===== src/rtl/ngll_pkg.sv =====
// Shared constants and a hex digit helper function for the GLL sentence parser.
`timescale 1ns / 1ps

package ngll_pkg;

  localparam int TERM_LEN_DEFAULT = 15;

  localparam int BYTE_W    = 8;
  localparam int TERM_W    = 4;
  localparam int COUNT_W   = 32;
  localparam int TAG_LEN   = 5;
  localparam int OUT_BITS  = BYTE_W + TERM_W + 5 + 4 * COUNT_W;
  localparam int OUT_DATA_W = ((OUT_BITS + 7) / 8) * 8;

  localparam logic [TERM_W-1:0] TERM_MAX = 4'd15;
  localparam logic [TERM_W-1:0] TERM_STATUS = 4'd6;
  localparam logic [TERM_W-1:0] TERM_COORD_FIRST = 4'd1;
  localparam logic [TERM_W-1:0] TERM_COORD_LAST = 4'd4;

  localparam logic [BYTE_W-1:0] CHAR_DOLLAR = 8'h24;
  localparam logic [BYTE_W-1:0] CHAR_COMMA  = 8'h2C;
  localparam logic [BYTE_W-1:0] CHAR_STAR   = 8'h2A;
  localparam logic [BYTE_W-1:0] CHAR_CR     = 8'h0D;
  localparam logic [BYTE_W-1:0] CHAR_LF     = 8'h0A;
  localparam logic [BYTE_W-1:0] CHAR_A      = 8'h41;

  localparam logic [BYTE_W-1:0] GLL_TAG [TAG_LEN] = '{8'h47, 8'h4E, 8'h47, 8'h4C, 8'h4C};

  // Hex digit value; anything that is not a hex digit converts as byte minus '0'.
  function automatic logic [BYTE_W-1:0] hex_digit(input logic [BYTE_W-1:0] a);
    logic [BYTE_W-1:0] d;
    if (a >= 8'h41 && a <= 8'h46) begin
      d = a - 8'h37;
    end else if (a >= 8'h61 && a <= 8'h66) begin
      d = a - 8'h57;
    end else begin
      d = a - 8'h30;
    end
    return d;
  endfunction

endpackage


===== src/rtl/nmea_gll_sentence_parser.sv =====
// GLL sentence parser: per-byte term tracking, XOR checksum check and fix counters.
`timescale 1ns / 1ps

// A byte accepted into the input register is parsed from there, and its result is
// presented on the master side from the result register (two registers deep).
// Throughput: one byte per cycle unless the master side stalls; the parse logic
// between the two registers is a few compares, an XOR and the counter increments.
// A stalled master side holds the result register and backs up into the input register.
// Reset (rst, synchronous) clears the term buffer, all parse state and all counters.
module nmea_gll_sentence_parser #(
  parameter int TERM_LEN = ngll_pkg::TERM_LEN_DEFAULT
) (
  input  logic                              clk,
  input  logic                              rst,
  input  logic                              s_tvalid,
  output logic                              s_tready,
  input  logic [ngll_pkg::BYTE_W-1:0]       s_tdata,   // [7:0] byte_in
  output logic                              m_tvalid,
  input  logic                              m_tready,
  // [7:0] byte_echo, [11:8] term_index, [12] coord_char, [13] term_closed,
  // [14] checksum_checked, [15] checksum_ok, [16] position_ready,
  // [48:17] valid_fixes, [80:49] invalid_fixes, [112:81] passed_checksums,
  // [144:113] failed_checksums, [151:145] zero
  output logic [ngll_pkg::OUT_DATA_W-1:0]   m_tdata
);

  localparam int OFF_W = $clog2(TERM_LEN);
  localparam int BW = ngll_pkg::BYTE_W;
  localparam int TW = ngll_pkg::TERM_W;
  localparam int CW = ngll_pkg::COUNT_W;

  // Input register.
  logic          in_valid;
  logic [BW-1:0] in_byte;

  // Parse state.
  logic [BW-1:0]    term_buffer [TERM_LEN];
  logic [OFF_W-1:0] term_offset;
  logic [TW-1:0]    term_number;
  logic [BW-1:0]    running_parity;
  logic             is_gll_sentence;
  logic             in_checksum_term;
  logic             fix_status_valid;
  logic [CW-1:0]    valid_fix_counter;
  logic [CW-1:0]    invalid_fix_counter;
  logic [CW-1:0]    pass_counter;
  logic [CW-1:0]    fail_counter;

  logic [OFF_W-1:0] term_offset_next;
  logic [TW-1:0]    term_number_next;
  logic [BW-1:0]    running_parity_next;
  logic             is_gll_sentence_next;
  logic             in_checksum_term_next;
  logic             fix_status_valid_next;
  logic [CW-1:0]    valid_fix_counter_next;
  logic [CW-1:0]    invalid_fix_counter_next;
  logic [CW-1:0]    pass_counter_next;
  logic [CW-1:0]    fail_counter_next;

  logic             buf_we;
  logic [BW-1:0]    buf_wdata;

  logic [TW-1:0]    idx_next;
  logic             coord_next;
  logic             closed_next;
  logic             checked_next;
  logic             ok_next;
  logic             ready_next;

  logic             advance;
  logic             is_term_end;
  logic             is_start;
  logic [BW-1:0]    eff [6];
  logic             tag_match;
  logic [BW-1:0]    parity_closed;
  logic [BW-1:0]    dig_hi;
  logic [BW-1:0]    dig_lo;
  logic [BW-1:0]    sum;

  assign advance  = in_valid && (!m_tvalid || m_tready);
  assign s_tready = !in_valid || advance;

  assign is_term_end = (in_byte == ngll_pkg::CHAR_COMMA) || (in_byte == ngll_pkg::CHAR_CR) ||
                       (in_byte == ngll_pkg::CHAR_LF) || (in_byte == ngll_pkg::CHAR_STAR);
  assign is_start = (in_byte == ngll_pkg::CHAR_DOLLAR);

  // The first six buffer bytes as seen after the terminator's zero is written.
  always_comb begin
    for (int k = 0; k < 6; k++) begin
      eff[k] = (term_offset == OFF_W'(k)) ? '0 : term_buffer[k];
    end
    tag_match = (eff[5] == '0);
    for (int k = 0; k < ngll_pkg::TAG_LEN; k++) begin
      if (eff[k] != ngll_pkg::GLL_TAG[k]) begin
        tag_match = 1'b0;
      end
    end
  end

  assign parity_closed = (in_byte == ngll_pkg::CHAR_COMMA) ?
                         (running_parity ^ in_byte) : running_parity;
  assign dig_hi = ngll_pkg::hex_digit(eff[0]);
  assign dig_lo = ngll_pkg::hex_digit(eff[1]);
  assign sum = {dig_hi[3:0], 4'h0} + dig_lo;

  always_comb begin
    term_offset_next         = term_offset;
    term_number_next         = term_number;
    running_parity_next      = running_parity;
    is_gll_sentence_next     = is_gll_sentence;
    in_checksum_term_next    = in_checksum_term;
    fix_status_valid_next    = fix_status_valid;
    valid_fix_counter_next   = valid_fix_counter;
    invalid_fix_counter_next = invalid_fix_counter;
    pass_counter_next        = pass_counter;
    fail_counter_next        = fail_counter;
    buf_we       = 1'b0;
    buf_wdata    = in_byte;
    idx_next     = term_number;
    coord_next   = 1'b0;
    closed_next  = 1'b0;
    checked_next = 1'b0;
    ok_next      = 1'b0;
    ready_next   = 1'b0;

    if (is_term_end) begin
      running_parity_next = parity_closed;
      closed_next = 1'b1;
      buf_we      = 1'b1;
      buf_wdata   = '0;
      if (in_checksum_term) begin
        checked_next = 1'b1;
        if (sum != parity_closed) begin
          fail_counter_next = fail_counter + 1'b1;
        end else begin
          ok_next = 1'b1;
          pass_counter_next = pass_counter + 1'b1;
          if (fix_status_valid) begin
            valid_fix_counter_next = valid_fix_counter + 1'b1;
            ready_next = 1'b1;
          end else begin
            invalid_fix_counter_next = invalid_fix_counter + 1'b1;
          end
        end
      end else if (term_number == '0) begin
        is_gll_sentence_next = tag_match;
      end else if (is_gll_sentence && eff[0] != '0 && term_number == ngll_pkg::TERM_STATUS) begin
        fix_status_valid_next = (eff[0] == ngll_pkg::CHAR_A);
      end
      if (term_number != ngll_pkg::TERM_MAX) begin
        term_number_next = term_number + 1'b1;
      end
      term_offset_next = '0;
      in_checksum_term_next = (in_byte == ngll_pkg::CHAR_STAR);
    end else if (is_start) begin
      idx_next              = '0;
      term_number_next      = '0;
      term_offset_next      = '0;
      running_parity_next   = '0;
      is_gll_sentence_next  = 1'b0;
      in_checksum_term_next = 1'b0;
      fix_status_valid_next = 1'b0;
    end else begin
      if (term_offset < OFF_W'(TERM_LEN - 1)) begin
        buf_we = 1'b1;
        term_offset_next = term_offset + 1'b1;
        coord_next = is_gll_sentence && !in_checksum_term &&
                     term_number >= ngll_pkg::TERM_COORD_FIRST &&
                     term_number <= ngll_pkg::TERM_COORD_LAST;
      end
      if (!in_checksum_term) begin
        running_parity_next = running_parity ^ in_byte;
      end
    end
  end

  always_ff @(posedge clk) begin
    if (rst) begin
      in_valid <= 1'b0;
    end else if (s_tready) begin
      in_valid <= s_tvalid;
    end
    if (s_tready && s_tvalid) begin
      in_byte <= s_tdata;
    end
  end

  always_ff @(posedge clk) begin
    if (rst) begin
      for (int k = 0; k < TERM_LEN; k++) begin
        term_buffer[k] <= '0;
      end
      term_offset         <= '0;
      term_number         <= '0;
      running_parity      <= '0;
      is_gll_sentence     <= 1'b0;
      in_checksum_term    <= 1'b0;
      fix_status_valid    <= 1'b0;
      valid_fix_counter   <= '0;
      invalid_fix_counter <= '0;
      pass_counter        <= '0;
      fail_counter        <= '0;
    end else if (advance) begin
      if (buf_we) begin
        term_buffer[term_offset] <= buf_wdata;
      end
      term_offset         <= term_offset_next;
      term_number         <= term_number_next;
      running_parity      <= running_parity_next;
      is_gll_sentence     <= is_gll_sentence_next;
      in_checksum_term    <= in_checksum_term_next;
      fix_status_valid    <= fix_status_valid_next;
      valid_fix_counter   <= valid_fix_counter_next;
      invalid_fix_counter <= invalid_fix_counter_next;
      pass_counter        <= pass_counter_next;
      fail_counter        <= fail_counter_next;
    end
  end

  // Result register.
  always_ff @(posedge clk) begin
    if (rst) begin
      m_tvalid <= 1'b0;
    end else if (advance) begin
      m_tvalid <= 1'b1;
    end else if (m_tready) begin
      m_tvalid <= 1'b0;
    end
    if (advance) begin
      m_tdata <= ngll_pkg::OUT_DATA_W'({fail_counter_next, pass_counter_next,
                                        invalid_fix_counter_next, valid_fix_counter_next,
                                        ready_next, ok_next, checked_next, closed_next,
                                        coord_next, idx_next, in_byte});
    end
  end

`ifndef NO_ASSERTIONS
  a_empty_ready: assert property (@(posedge clk) disable iff (rst)
    !m_tvalid |-> s_tready)
    else $error("input side stalled while the result register is empty");

  a_offset_range: assert property (@(posedge clk) disable iff (rst)
    advance |=> term_offset <= OFF_W'(TERM_LEN - 1))
    else $error("term offset ran past the buffer");

  a_pass_count: assert property (@(posedge clk) disable iff (rst)
    advance && ok_next |=> pass_counter == $past(pass_counter) + 1'b1)
    else $error("pass counter did not follow a good checksum");

  a_start_clears: assert property (@(posedge clk) disable iff (rst)
    advance && is_start |=> running_parity == '0 && term_number == '0 && !in_checksum_term)
    else $error("sentence start did not clear the parse state");

  a_ready_needs_ok: assert property (@(posedge clk) disable iff (rst)
    advance && ready_next |-> ok_next && fix_status_valid)
    else $error("position reported without a good checksum and valid fix");
`endif

endmodule


===== config.mk =====
export PLATFORM = sky130hd
export DESIGN_NAME = nmea_gll_sentence_parser
export DESIGN_NICKNAME = d
export VERILOG_FILES = /design/src/rtl/ngll_pkg.sv /design/src/rtl/nmea_gll_sentence_parser.sv
export SDC_FILE = /design/constraint.sdc
export NUM_CORES = 1
export LEC_CHECK = 0
export BUFFER_PORTS_ARGS = -buffer_cell sky130_fd_sc_hd__buf_4
export CORE_MARGIN = 2
export CORE_UTILIZATION = 55
export DETAILED_ROUTE_END_ITERATION = 6
export PLACE_DENSITY = 0.75
export SETUP_SLACK_MARGIN = 0.05
export SYNTH_ARGS = -nofsm -noshare
export SYNTH_HDL_FRONTEND = slang
export SYNTH_SLANG_ARGS = --single-unit

===== constraint.sdc =====
create_clock -name clk -period 7.4 [get_ports clk]
set_clock_uncertainty 0.05 [all_clocks]
set_input_delay 0.74 -clock clk [delete_from_list [all_inputs] [get_ports clk]]
set_output_delay 0.74 -clock clk [all_outputs]
set_load 0.005 [all_outputs]

# Word level (Yosys, flattened, before mapping)
# Memory sizes are Yosys's and may differ from the RTL's.
# Cells that the tools add are included.
# word_totals
mem_count	1
word_cells	176
in_bits	12
ram_bits	120
output_inout_bits	154
reg_bits	302
# op_classes
n_eq_ne	25
bitwise	4
muxes	68
magnitude_cmp	11
addsub	13
n_reduce_logical	36
# mem_list
name	depth	word_bits	read_ports	rd_clocked_by_memory_dff	write_ports	line_no	rtl
term_buffer	15	8	6	0	15	nmea_gll_sentence_parser.sv:37	logic [BW-1:0] term_buffer [TERM_LEN];
# ops
op	n
two-way mux 32 bit	14
adder 32 x 1 -> 32 bit, second input constant	4
two-way mux 8 bit	14
two-way mux 4 bit	10
!= test 8 x 7 -> 1 bit, second input constant	5
greater-or-equal comparator 8 x 7 -> 1 bit, second input constant	4
less-or-equal comparator 8 x 7 -> 1 bit, second input constant	4
two-way mux 1 bit	30
equality test 8 x 6 -> 1 bit, second input constant	3
equality test 8 x 4 -> 1 bit, second input constant	2
subtractor 8 x 6 -> 8 bit, second input constant	2
equality test 4 x 3 -> 1 bit, second input constant	3
logical AND 1 bit	11
AND reduction 2 bit	5
adder 4 x 1 -> 4 bit, second input constant	2
adder 8 bit	1
equality test 4 x 2 -> 1 bit, second input constant	2
equality test 8 x 7 -> 1 bit, second input constant	1
zero test 4 bit	2
zero test 8 bit	1
!= test 8 bit	1
nonzero test 8 bit	1
OR reduction 8 bit	1
subtractor 4 x 3 -> 4 bit, second input constant	2
19 further kinds	32

# Longest topological paths before layout
# Gate-level depths: netlist of run 1.
# depth
depth_word	11
mapped_depth	24
ltp_nobuf	22

# Worst setup path before layout of run 1
# Ideal clock, no wire load.
# synth_timing
path_kind	input port to flip-flop
from	input port m_tready
to	register term_number[2]
path_buffers	2
slack_ps	1017
arrival_time_ps	6206
stages	8
setup_ps	128
path_cell_list	nor2b_1 nand2b_1 clkbuf_1 inv_1 clkbuf_1 o21ai_0 a22oi_1 nor2_1
# synth_via
elab_chain_len	3
# synth_lines
element	line_no	rtl
from (decl)	nmea_gll_sentence_parser.sv:19	input logic m_tready,
logical OR 1 bit	nmea_gll_sentence_parser.sv:80	assign advance = in_valid && (!m_tvalid || m_tready);
logical AND 1 bit	nmea_gll_sentence_parser.sv:80	
named net advance	nmea_gll_sentence_parser.sv:70	logic advance;
AND reduction 2 bit (no source line)	--	
to (signal assigned)	nmea_gll_sentence_parser.sv:208	term_number <= term_number_next;
to (decl)	nmea_gll_sentence_parser.sv:39	logic [TW-1:0] term_number;
# The timed path passes the listed nets, and every way through them passes these cells.
# A chain may end at the register's enable or synchronous reset.

# Final worst setup path of run 1
# layout_timing
from	register term_offset[0]
to	register m_tdata[38] (netlist name), data pin
# layout_via
elab_chain_len	11
word_cells_on_any_way	31
classes_between	add/sub (7); order compare (8); eq/ne (2); mux (9); reduce/logical (5)
# layout_lines
element	line_no	rtl
from (decl)	nmea_gll_sentence_parser.sv:38	logic [OFF_W-1:0] term_offset;
from (signal assigned)	nmea_gll_sentence_parser.sv:207	term_offset <= term_offset_next;
equality test 4 x 1 -> 1 bit or zero test 4 bit (tied branches)	nmea_gll_sentence_parser.sv:90	eff[k] = (term_offset == OFF_W'(k)) ? '0 : term_buffer[k];
two-way mux 8 bit	nmea_gll_sentence_parser.sv:90	
greater-or-equal comparator 8 x 7 -> 1 bit or less-or-equal comparator 8 x 7 -> 1 bit (tied branches)	ngll_pkg.sv:34	end else if (a >= 8'h61 && a <= 8'h66) begin
logical AND 1 bit	ngll_pkg.sv:34	
two-way mux 8 bit or two-way mux 4 bit (tied branches)	ngll_pkg.sv:34	
two-way mux 8 bit or two-way mux 4 bit (tied branches)	ngll_pkg.sv:32	if (a >= 8'h41 && a <= 8'h46) begin
adder 8 bit *	nmea_gll_sentence_parser.sv:104	assign sum = {dig_hi[3:0], 4'h0} + dig_lo;
!= test 8 bit *	nmea_gll_sentence_parser.sv:133	if (sum != parity_closed) begin
two-way mux 32 bit *	nmea_gll_sentence_parser.sv:133	
two-way mux 32 bit *	nmea_gll_sentence_parser.sv:131	if (in_checksum_term) begin
two-way mux 32 bit *	nmea_gll_sentence_parser.sv:126	if (is_term_end) begin
named net valid_fix_counter_next[21]	nmea_gll_sentence_parser.sv:55	logic [CW-1:0] valid_fix_counter_next;
to (signal assigned)	nmea_gll_sentence_parser.sv:230	m_tdata <= ngll_pkg::OUT_DATA_W'({fail_counter_next, pass_counter_next,
to (decl)	nmea_gll_sentence_parser.sv:24	output logic [ngll_pkg::OUT_DATA_W-1:0] m_tdata
# The timed path passes the listed nets; every way through them passes the cells marked *.

==> summary.txt, run 1 <==
Status
  – Status: finished clean

Detailed routing
  – Post-Route WL: 38,400 um
  – DRT Pass-1 Iters: 5
  – Total number of vias: 12.7k
  – WL per Instance: 17.4 um
  – Iter 0 DRT Violations: 971
  – Residual DRC count: 0
  – Routed Antenna Nets: 0
  – Vias per inst: 5.78

Critical path
  – Critical path's largest stage delay: 540 ps
  – Worst EP arrival: 6520 ps
  – RR Startpoint: term_offset[0]$_SDFFE_PP0P_
  – Data required, critical path: 7710 ps
  – Worst r2r path cells: 22
  – CP max-delay cell: or3b_1
  – Crit path cell chain: ha_1 -> or3b_1 -> nand2_1 -> inv_1 -> ha_1 -> nor3b_1 -> or4_1 -> a21oi_1 -> xnor2_1 -> ha_1 -> inv_1 -> fa_1 -> xor2_1 -> xnor2_1 -> nand3_1 -> nor3_2 -> buf_4 -> nand3_1 -> buf_4 -> inv_1 -> and3_1 -> xor2_1
  – FF-to-FF setup slack: 1190 ps
  – Crit start category: flip-flop
  – Reg-to-Reg End: m_tdata[38]$_DFFE_PP_
  – WS Path Type: reg2reg
  – Worst path bufs/invs: 5
  – Critical path capture point type: flip-flop
  – CP top delay family: simple AND/OR/NAND/NOR gates
  – Max FO, Critical Path: 31

Clock network
  – CTS tree: yes
  – H-tree levels: 2
  – Reg clk slew, reported paths: 60 ps
  – CTS root buffer: clkbuf_16
  – Total CTS buffers: 37
  – Clock sinks: 350
  – Post-CTS setup buffer count: 0
  – PostCTS Resize Cnt: 0
  – Worst-Skew Late Latency: 520 ps
  – CTS Hold Buffers Added: 0
  – Maximum clock path buffer count: 3

Final layout
  – Proportion of layout cells with a drive suffix above 1: 14.7%
  – Final-stage net count: 1,826
  – Fillers: 2,315
  – Area delta synth->final: 16.0%
  – Diode count: 0

Timing
  – Tightest Pin Transition: 907 ps
  – Fin. Hold Viols: 0
  – Relative slew slack: 39.5%
  – Period utilization: 83.9%
  – Min Tclk post-route: 6210 ps
  – RSZ-0062 raised after global routing: no
  – Maximum clock rate: 0.161 GHz
  – Fin Setup TNS: 0 ps
  – Final setup viols: 0
  – Max-slew violations: 0

Synthesis
  – Post-synthesis async set-or-reset flop share: 0%
  – Top-area cell type share of the netlist area: 36.2%
  – Dominant cell type by area after synthesis: edfxtp_1
  – Post-synth top cells: nor2_1 (225), edfxtp_1 (201), dfxtp_1 (149)
  – Distinct cells, synth: 74
  – Seq/Total Area, Yosys: 54.1%
  – Post-Synthesis Cells: 1,655
  – Synth warn: 0
  – Yosys reg bits: 350
  – Most used DFF post-synth: edfxtp_1
  – Post-synth design cell area: 0.0167 mm^2
  – Top cells by area, synth: edfxtp_1 (36%), dfxtp_1 (18%), xor2_1 (5.7%)
  – Syn Area/Cell: 10.1 um^2
  – Most numerous cell in the Yosys netlist: nor2_1
  – EDFF count, synth: 201

Placement
  – RD Place Congestion: 0.910
  – Dpl hpwl: 25,300 um
  – # port buffers: 158

Die
  – Die span in x: 178 um
  – FP Rows: 63
  – Core box area: 0.0297 mm^2
  – Die area: 0.0317 mm^2
  – I/O pin cnt: 166
  – Die H: 178 um
  – Initial core utilization: 56.1%

Global routing
  – Initial antenna violation count: 0
  – Largest net degree at the start of global routing: 99
  – Vias in the first global route: 12.2k
  – Remaining global-route overflow: 0
  – Tot GR Track Use: 24.0%
  – Global-route wire length before repair: 61,300 um

Hold path
  – Type of the most critical hold path: in2reg
  – Worst Hold Depth: 1
  – Worst Hold Launch: s_tdata[1]
  – Hold Path End: in_byte[1]$_DFFE_PP_

Flow run
  – Max-cap viol count: 0

Pwr
  – Power Total: 0.00422 W
  – PwrDens: 218 mW/mm^2
  – Maximum vdd drop: 0.000132 V
  – Leak: 7.22 nW
==> worst max-delay path by stage <==
stage                                            from                           to  slack [ps]  depth (start not counted)
after floorplan                              m_tready  term_number[2]$_SDFFE_PP0P_        1020                          8
after global placement    term_offset[0]$_SDFFE_PP0P_        m_tdata[18]$_DFFE_PP_        1510                         19
after detailed placement  term_offset[0]$_SDFFE_PP0P_       m_tdata[101]$_DFFE_PP_        1330                         22
after CTS                 term_offset[0]$_SDFFE_PP0P_        m_tdata[38]$_DFFE_PP_        1240                         22
after global routing      term_offset[0]$_SDFFE_PP0P_       m_tdata[101]$_DFFE_PP_         750                         22
final                     term_offset[0]$_SDFFE_PP0P_        m_tdata[38]$_DFFE_PP_        1190                         22
==> where the power goes <==
part / internal (W) / switching [W] / total (W)
clock network: 0.00113 / 0.000738 / 0.00186
logic: 0.0000889 / 0.000126 / 0.000215
registers: 0.00211 / 0.0000306 / 0.00214
total: 0.00333 / 0.000894 / 0.00422
==> sequential cells by signal (all words and copies together), names as in the netlist <==
| signal | flops |
|---|---|
| invalid_fix_counter | 32 |
| term_number | 4 |
| fail_counter | 32 |
| m_tdata | 145 |
| valid_fix_counter | 32 |
| pass_counter | 32 |
| in_valid | 1 |
| term_buffer | 48 |
| m_tvalid | 1 |
| in_byte | 8 |
| running_parity | 8 |
| term_offset | 4 |
| in_checksum_term | 1 |
| is_gll_sentence | 1 |
| fix_status_valid | 1 |
==> logic make-up after synthesis <==
logic type / Yosys count / synth area share [%]
compound gates: 240 / 8.14
xor+xnor: 181 / 9.68
fa+ha+maj: 28 / 2.15
buf+inv: 118 / 3.02
flops: 350 / 54.1
mux: 15 / 0.960
other cells: 1 / 0.0225
simple gates: 722 / 21.9
==> cells in the final DEF, fill, tap and decap left out, types with 8 or more instances in the layout <==
master     synthesis  layout
nor2_1           225     225
edfxtp_1         201     201
buf_4              7     173
dfxtp_1          149     149
nand2_1          120     120
a21oi_1          109     109
xor2_1           108     108
o21ai_0           85      85
or3_1             81      81
xnor2_1           71      71
nand3_1           67      66
nand4_1           58      58
clkbuf_16          0      39
and3_1            30      30
inv_1             30      29
ha_1              27      27
nor3_1            24      24
nand2b_1          19      19
nor2b_1           18      18
nor4_1            16      16
and2_1            14      14
or4_1             11      11
and4_1            11      11
clkbuf_8           0       9
clkinv_2           0       9
or2_2              8       8
mux2_2             8       8
clkbuf_1          65       8
==> stage by stage <==
step	area, um^2	hold WS, ps	utilization, %	setup slack [ps]	instances
2_1_floorplan	16700	391	-	1020	1661
3_3_place_gp	18100	404	60.9	1510	2137
3_5_place_dp	18100	404	60.9	1330	2137
4_1_cts	19300	350	65.1	1240	2205
5_1_grt	19300	340	65.1	748	2205
6_report	19300	361	65.1	1190	2205
==> layout make-up <==
cell class / instances / area [um^2] / area share [%]
clock inverters: 12 / 114 / 0.588
flip-flops and latches: 350 / 9020 / 46.6
multi-input cells: 1193 / 7180 / 37.1
repair buffers: 173 / 1300 / 6.71
well taps: 390 / 488 / 2.52
clock buffers: 56 / 1130 / 5.84
inverters: 31 / 121 / 0.627
==> metal layers <==
metal	part of all wire (%)	track usage [%]	vias to the layer above
met5	0	0	-
met4	3.1	8.61	0
met3	5.7	3.86	90
met2	49	40.4	427
met1	43	31.5	6064
li1	-	-	6154
Power figures use the tool's default switching activity.
==> run 2: changes to the inputs <==
--- a/config.mk
+++ b/config.mk
@@ -5,6 +5,7 @@
 export SDC_FILE = /design/constraint.sdc
 export NUM_CORES = 1
 export LEC_CHECK = 0
+export ABC_AREA = 1
 export BUFFER_PORTS_ARGS = -buffer_cell sky130_fd_sc_hd__buf_4
 export CORE_MARGIN = 2
 export CORE_UTILIZATION = 55
==> constraint.sdc (replaced) <==
create_clock -name clk -period 6.1 [get_ports clk]
set_clock_uncertainty 0.05 [all_clocks]
set_input_delay 0.61 -clock clk [delete_from_list [all_inputs] [get_ports clk]]
set_output_delay 0.61 -clock clk [all_outputs]
set_load 0.005 [all_outputs]
==> summary.txt, run 2 <==
Global routing
  – Initial antenna violation count: 0
  – Remaining global-route overflow: 0
  – Largest net degree at the start of global routing: 113
  – Global-route wire length before repair: 65,400 um
  – Vias in the first global route: 13.6k
  – Tot GR Track Use: 24.2%

Detailed routing
  – Vias per inst: 5.35
  – WL per Instance: 15.0 um
  – Residual DRC count: 0
  – Post-Route WL: 40,400 um
  – Routed Antenna Nets: 0
  – DRT Pass-1 Iters: 6
  – Total number of vias: 14.4k
  – Iter 0 DRT Violations: 1,328

Final layout
  – Commonest non-fill, non-tap cells in the layout: nand2_1 (429), inv_1 (389), edfxtp_1 (201)
  – Largest regs: m_tdata x145, term_buffer x48
  – Core Util, Final: 64.0%
  – Flip-flop count of the largest register, all copies and words added: 145
  – Largest Register: m_tdata
  – Diode count: 0
  – Final-stage net count: 2,300
  – Finished Cell Area: 0.0200 mm^2
  – Area delta synth->final: 15.5%
  – Proportion of layout cells with a drive suffix above 1: 11.7%
  – Post-route insts no fill: 2,691
  – Most common cell after layout, fill and taps aside: nand2_1

Critical path
  – Worst EP arrival: 5620 ps
  – Worst r2r path cells: 31
  – Crit start category: flip-flop
  – CP max-delay cell: dfxtp_1
  – Critical path capture point type: flip-flop
  – Critical path's largest stage delay: 420 ps
  – Worst path bufs/invs: 6
  – RR Startpoint: term_offset[1]$_SDFFE_PP0P_
  – Max FO, Critical Path: 14
  – WS Path Type: reg2reg
  – Critical Path Stages: 31
  – FF-to-FF setup slack: 700 ps
  – Reg-to-Reg End: m_tdata[18]$_DFFE_PP_
  – CP top delay family: simple AND/OR/NAND/NOR gates
  – Data required, critical path: 6310 ps

Synthesis
  – Most used DFF post-synth: edfxtp_1
  – Syn Area/Cell: 8.21 um^2
  – Post-synth design cell area: 0.0173 mm^2
  – Seq/Total Area, Yosys: 52.0%
  – Post-Synthesis Cells: 2,113
  – Yosys reg bits: 350
  – Post-synth top cells: nand2_1 (431), inv_1 (389), edfxtp_1 (201)
  – Most numerous cell in the Yosys netlist: nand2_1
  – Synth warn: 0
  – Post-synthesis async set-or-reset flop share: 0%
  – Distinct cells, synth: 47
  – Top cells by area, synth: edfxtp_1 (35%), dfxtp_1 (17%), nand2_1 (9.3%)
  – Dominant cell type by area after synthesis: edfxtp_1
  – Top-area cell type share of the netlist area: 34.8%
  – EDFF count, synth: 201

Placement
  – RD Place Congestion: 0.905
  – Post-Place Cell Area: 0.0188 mm^2
  – Placed cell count: 2,620
  – Dpl hpwl: 27,600 um
  – # port buffers: 158

Timing
  – Maximum clock rate: 0.185 GHz
  – RSZ-0062 raised after global routing: no
  – Relative slew slack: 24.6%
  – Max-slew violations: 0
  – Fin Setup TNS: 0 ps
  – Fin. Hold Viols: 0
  – Final setup viols: 0
  – Min Tclk post-route: 5400 ps
  – Period utilization: 88.6%
  – Tightest Pin Transition: 1130 ps

Die
  – I/O pin cnt: 166
  – Die area: 0.0330 mm^2
  – FP Rows: 65
  – Core box area: 0.0313 mm^2
  – Die span in x: 182 um
  – Die H: 182 um
  – Initial core utilization: 55.4%

Hold path
  – Type of the most critical hold path: in2reg
  – Worst Hold Depth: 1
  – Worst Hold Launch: s_tdata[2]
  – Hold Path End: in_byte[2]$_DFFE_PP_

Clock network
  – CTS root buffer: clkbuf_16
  – CTS tree: yes
  – Clock sinks: 350
  – Total CTS buffers: 37
  – Maximum clock path buffer count: 3
  – CTS Hold Buffers Added: 0
  – Worst-Skew Late Latency: 520 ps
  – Reg clk slew, reported paths: 60 ps
  – H-tree levels: 2

Pwr
  – PwrDens: 272 mW/mm^2
  – Maximum vdd drop: 0.000251 V
  – Leak: 9.11 nW

Flow run
  – Max-cap viol count: 0

Status
  – Status: finished clean
==> run 2: per-stage QoR <==
| step | hold WS [ps] | worst slack (ps) | power, W |
|---|---|---|---|
| 3_3_place_gp | 443 | 622 | 0.00328 |
| 6_report | 213 | 696 | 0.00544 |
| 4_1_cts | 202 | 406 | 0.00547 |
| 5_1_grt | 200 | 77.4 | 0.00565 |
| 2_1_floorplan | 427 | 92.3 | 0.00312 |
| 3_5_place_dp | 450 | 391 | 0.00330 |
==> run 2: layout make-up <==
| cell class | instances | area [um^2] |
|---|---|---|
| Clock buffer | 50 | 1070 |
| Clock inverter | 18 | 116 |
| Fill cell | 2588 | 11300 |
| Inverter | 397 | 1500 |
| Multi-Input combinational cell | 1305 | 6540 |
| Sequential cell | 350 | 9020 |
| Tap cell | 402 | 503 |
| Timing Repair Buffer | 169 | 1280 |
==> run 2: cells by family after synthesis <==
logic type      Yosys count  synth area share [%]
flops                   350                  52.0
compound gates          319                  9.50
xor+xnor                 61                  3.08
other cells               1                0.0216
buf+inv                 464                  10.4
fa+ha+maj                28                  2.06
simple gates            890                  22.9
==> run 2: timing repair <==
action	in CTS	in global routing
buffers inserted	0	3
endpoints found under the setup margin	0	84
resized for setup	0	3
==> run 2: where the power goes <==
group / switching, W / total (W) / internal, W
combinational: 0.000333 / 0.000520 / 0.000188
sequential: 0.0000908 / 0.00274 / 0.00265
clock: 0.000910 / 0.00218 / 0.00127
total: 0.00133 / 0.00544 / 0.00410
==> run 2: how the worst max path moves through the flow <==
stage / startpoint / endpoint / slack (ps)
finish: term_offset[1]$_SDFFE_PP0P_ / m_tdata[18]$_DFFE_PP_ / 700
floorplan: m_tready / m_tdata[0]$_DFFE_PP_ / 90
CTS: term_offset[1]$_SDFFE_PP0P_ / m_tdata[100]$_DFFE_PP_ / 410
global placement: term_offset[1]$_SDFFE_PP0P_ / m_tdata[100]$_DFFE_PP_ / 620
detailed placement: term_offset[1]$_SDFFE_PP0P_ / m_tdata[100]$_DFFE_PP_ / 390
global route: term_offset[1]$_SDFFE_PP0P_ / m_tdata[18]$_DFFE_PP_ / 80
==> run 2: per-layer routing <==
layer | track usage, % | share of wire [%] | vias up
met5 | 0 | 0 | -
met1 | 31.3 | 42 | 6665
li1 | - | - | 7135
met3 | 4.45 | 7.2 | 89
met2 | 41.0 | 47 | 495
met4 | 8.78 | 3.1 | 0
==> run 3: changes to the inputs <==
==> constraint.sdc (replaced) <==
create_clock -name clk -period 6.1 [get_ports clk]
set_clock_uncertainty 0.05 [all_clocks]
set_input_delay 0 -clock clk [delete_from_list [all_inputs] [get_ports clk]]
set_output_delay 0 -clock clk [all_outputs]
set_load 0.005 [all_outputs]
==> summary.txt, run 3 (synthesized netlist as in run 2, its figures left out) <==
Status
  – Status: finished clean

Detailed routing
  – Total number of vias: 14.4k
  – DRT Pass-1 Iters: 6
  – Residual DRC count: 0
  – WL per Instance: 15.3 um
  – Post-Route WL: 41,300 um
  – Iter 0 DRT Violations: 1,273
  – Routed Antenna Nets: 0
  – Vias per inst: 5.30

Final layout
  – Largest regs: m_tdata x145, term_buffer x48
  – Proportion of layout cells with a drive suffix above 1: 11.7%
  – Fillers: 2,556
  – Largest Register: m_tdata
  – Footprint of the multi-input gates: 0.00654 mm^2
  – Commonest non-fill, non-tap cells in the layout: nand2_1 (429), inv_1 (388), edfxtp_1 (201)
  – Diode count: 0
  – Area delta synth->final: 17.2%
  – Flip-flop count of the largest register, all copies and words added: 145
  – Most common cell after layout, fill and taps aside: nand2_1
  – Final-stage net count: 2,315
  – FF+latch area: 0.00902 mm^2

Timing
  – Hold slack: 146 ps
  – Max-slew violations: 0
  – Relative slew slack: 25.1%
  – Final setup viols: 0
  – Maximum clock rate: 0.185 GHz
  – Fin. Hold Viols: 0
  – Fin Setup TNS: 0 ps
  – RSZ-0062 raised after global routing: no
  – Period utilization: 88.5%
  – Min Tclk post-route: 5400 ps
  – Tightest Pin Transition: 1120 ps
  – Worst Slack Setup Final: 705 ps

Critical path
  – Critical Path Stages: 37
  – Crit start category: flip-flop
  – Worst path bufs/invs: 8
  – FF-to-FF setup slack: 700 ps
  – Worst r2r path cells: 37
  – Worst EP arrival: 5760 ps
  – RR Startpoint: term_offset[1]$_SDFFE_PP0P_
  – CP max-delay cell: dfxtp_1
  – CP top delay family: simple AND/OR/NAND/NOR gates
  – Critical path's largest stage delay: 420 ps
  – WS Path Type: reg2reg
  – Critical path capture point type: flip-flop
  – Top cell by count, worst path: nand2_1
  – Reg-to-Reg End: fail_counter[26]$_SDFFE_PP0P_
  – Max FO, Critical Path: 21
  – Data required, critical path: 6470 ps

Die
  – FP Rows: 65
  – Core box area: 0.0313 mm^2
  – Die H: 182 um
  – Die span in x: 182 um
  – Die area: 0.0330 mm^2
  – I/O pin cnt: 166
  – Initial core utilization: 55.4%

Hold path
  – Type of the most critical hold path: in2reg
  – Worst Hold Depth: 2
  – Hold Path End: in_byte[2]$_DFFE_PP_
  – Worst Hold Launch: s_tdata[2]

Global routing
  – Remaining global-route overflow: 0
  – Met1 track demand over resource: 32.6%
  – Met3 Use GR: 4.43%
  – Initial antenna violation count: 0
  – Largest net degree at the start of global routing: 117
  – Most used routing layer: met2
  – Tot GR Track Use: 24.9%
  – Global-route wire length before repair: 67,300 um
  – Vias in the first global route: 13.8k
  – Met2 global-route usage: 42.2%

Pwr
  – Power Total: 0.00572 W
  – Reg power frac: 47.8%
  – Clock power share: 42.9%
  – Combinational fraction of design power: 9.3%
  – Maximum vdd drop: 0.000187 V
  – NetSw: 0.00136 W
  – Sw Ratio: 23.8%
  – Int Pwr: 0.00436 W
  – Leak: 9.23 nW
  – PwrDens: 281 mW/mm^2

Placement
  – Dpl ws: 438 ps
  – Dpl hpwl: 27,700 um
  – RD Place Congestion: 0.925
  – # port buffers: 158

Clock network
  – Total CTS buffers: 39
  – H-tree levels: 2
  – Worst-Skew Late Latency: 530 ps
  – Reg clk slew, reported paths: 60 ps
  – Maximum clock path buffer count: 3
  – CTS root buffer: clkbuf_16
  – Clock sinks: 350
  – CTS tree: yes

Flow run
  – Max-cap viol count: 0
==> run 3: cell count changes in the layout (fill, tap and decap cells not counted), moves of 3 or more <==
cell	delta
clkinv_1	-3
clkbuf_8	-4
bufinv_16	+5
clkbuf_1	+4
dlygate4sd3_1	+14
clkbuf_16	+3
==> run 3: final cells by class <==
type / count / share of cell area (%)
Tap cell: 402 / 2.47
Clock inverter: 18 / 1.19
Sequential cell: 350 / 44.4
Clock buffer: 53 / 5.42
Multi-Input combinational cell: 1305 / 32.2
Inverter: 397 / 7.40
Timing Repair Buffer: 182 / 6.96
==> run 3: layer usage <==
metal | routed length (um) | vias to the layer above
met1 | 17700 | 6644
met5 | 0 | -
li1 | - | 7182
met3 | 2820 | 79
met2 | 19700 | 445
met4 | 1050 | 0
==> run 3: metrics by stage <==
step,std cells,area [um^2],util [%]
2_1_floorplan,2119,17400,-
3_3_place_gp,2620,18800,60.1
3_5_place_dp,2620,18800,60.1
4_1_cts,2705,20300,64.8
5_1_grt,2707,20300,64.9
6_report,2707,20300,64.9
==> run 3: how the worst max path moves through the flow <==
stage | from | slack [ps] | endpoint
3_5_place_dp | term_offset[1]$_SDFFE_PP0P_ | 440 | pass_counter[19]$_SDFFE_PP0P_
6_report | term_offset[1]$_SDFFE_PP0P_ | 700 | fail_counter[26]$_SDFFE_PP0P_
5_1_grt | term_offset[1]$_SDFFE_PP0P_ | 130 | fail_counter[13]$_SDFFE_PP0P_
2_1_floorplan | m_tvalid$_SDFFE_PP0P_ | 400 | m_tdata[0]$_DFFE_PP_
3_3_place_gp | term_offset[1]$_SDFFE_PP0P_ | 590 | m_tdata[100]$_DFFE_PP_
4_1_cts | term_offset[1]$_SDFFE_PP0P_ | 410 | pass_counter[19]$_SDFFE_PP0P_
==> run 3: power by group through the flow <==
stage | registers, W | logic, W | clock network (W)
finish | 0.00274 | 0.000530 | 0.00245
global route | 0.00275 | 0.000603 | 0.00258
CTS | 0.00274 | 0.000529 | 0.00248
detailed placement | 0.00278 | 0.000518 | 0
global placement | 0.00278 | 0.000501 | 0
floorplan | 0.00277 | 0.000343 | 0
==> run 3: timing repair <==
| action | 4_1_cts | 5_1_grt |
|---|---|---|
| gates resized for setup | 0 | 4 |
| hold endpoints to repair | 39 | 0 |
| buffers inserted | 0 | 2 |
| hold buffers | 14 | 0 |
| endpoints found under the setup margin | 0 | 74 |
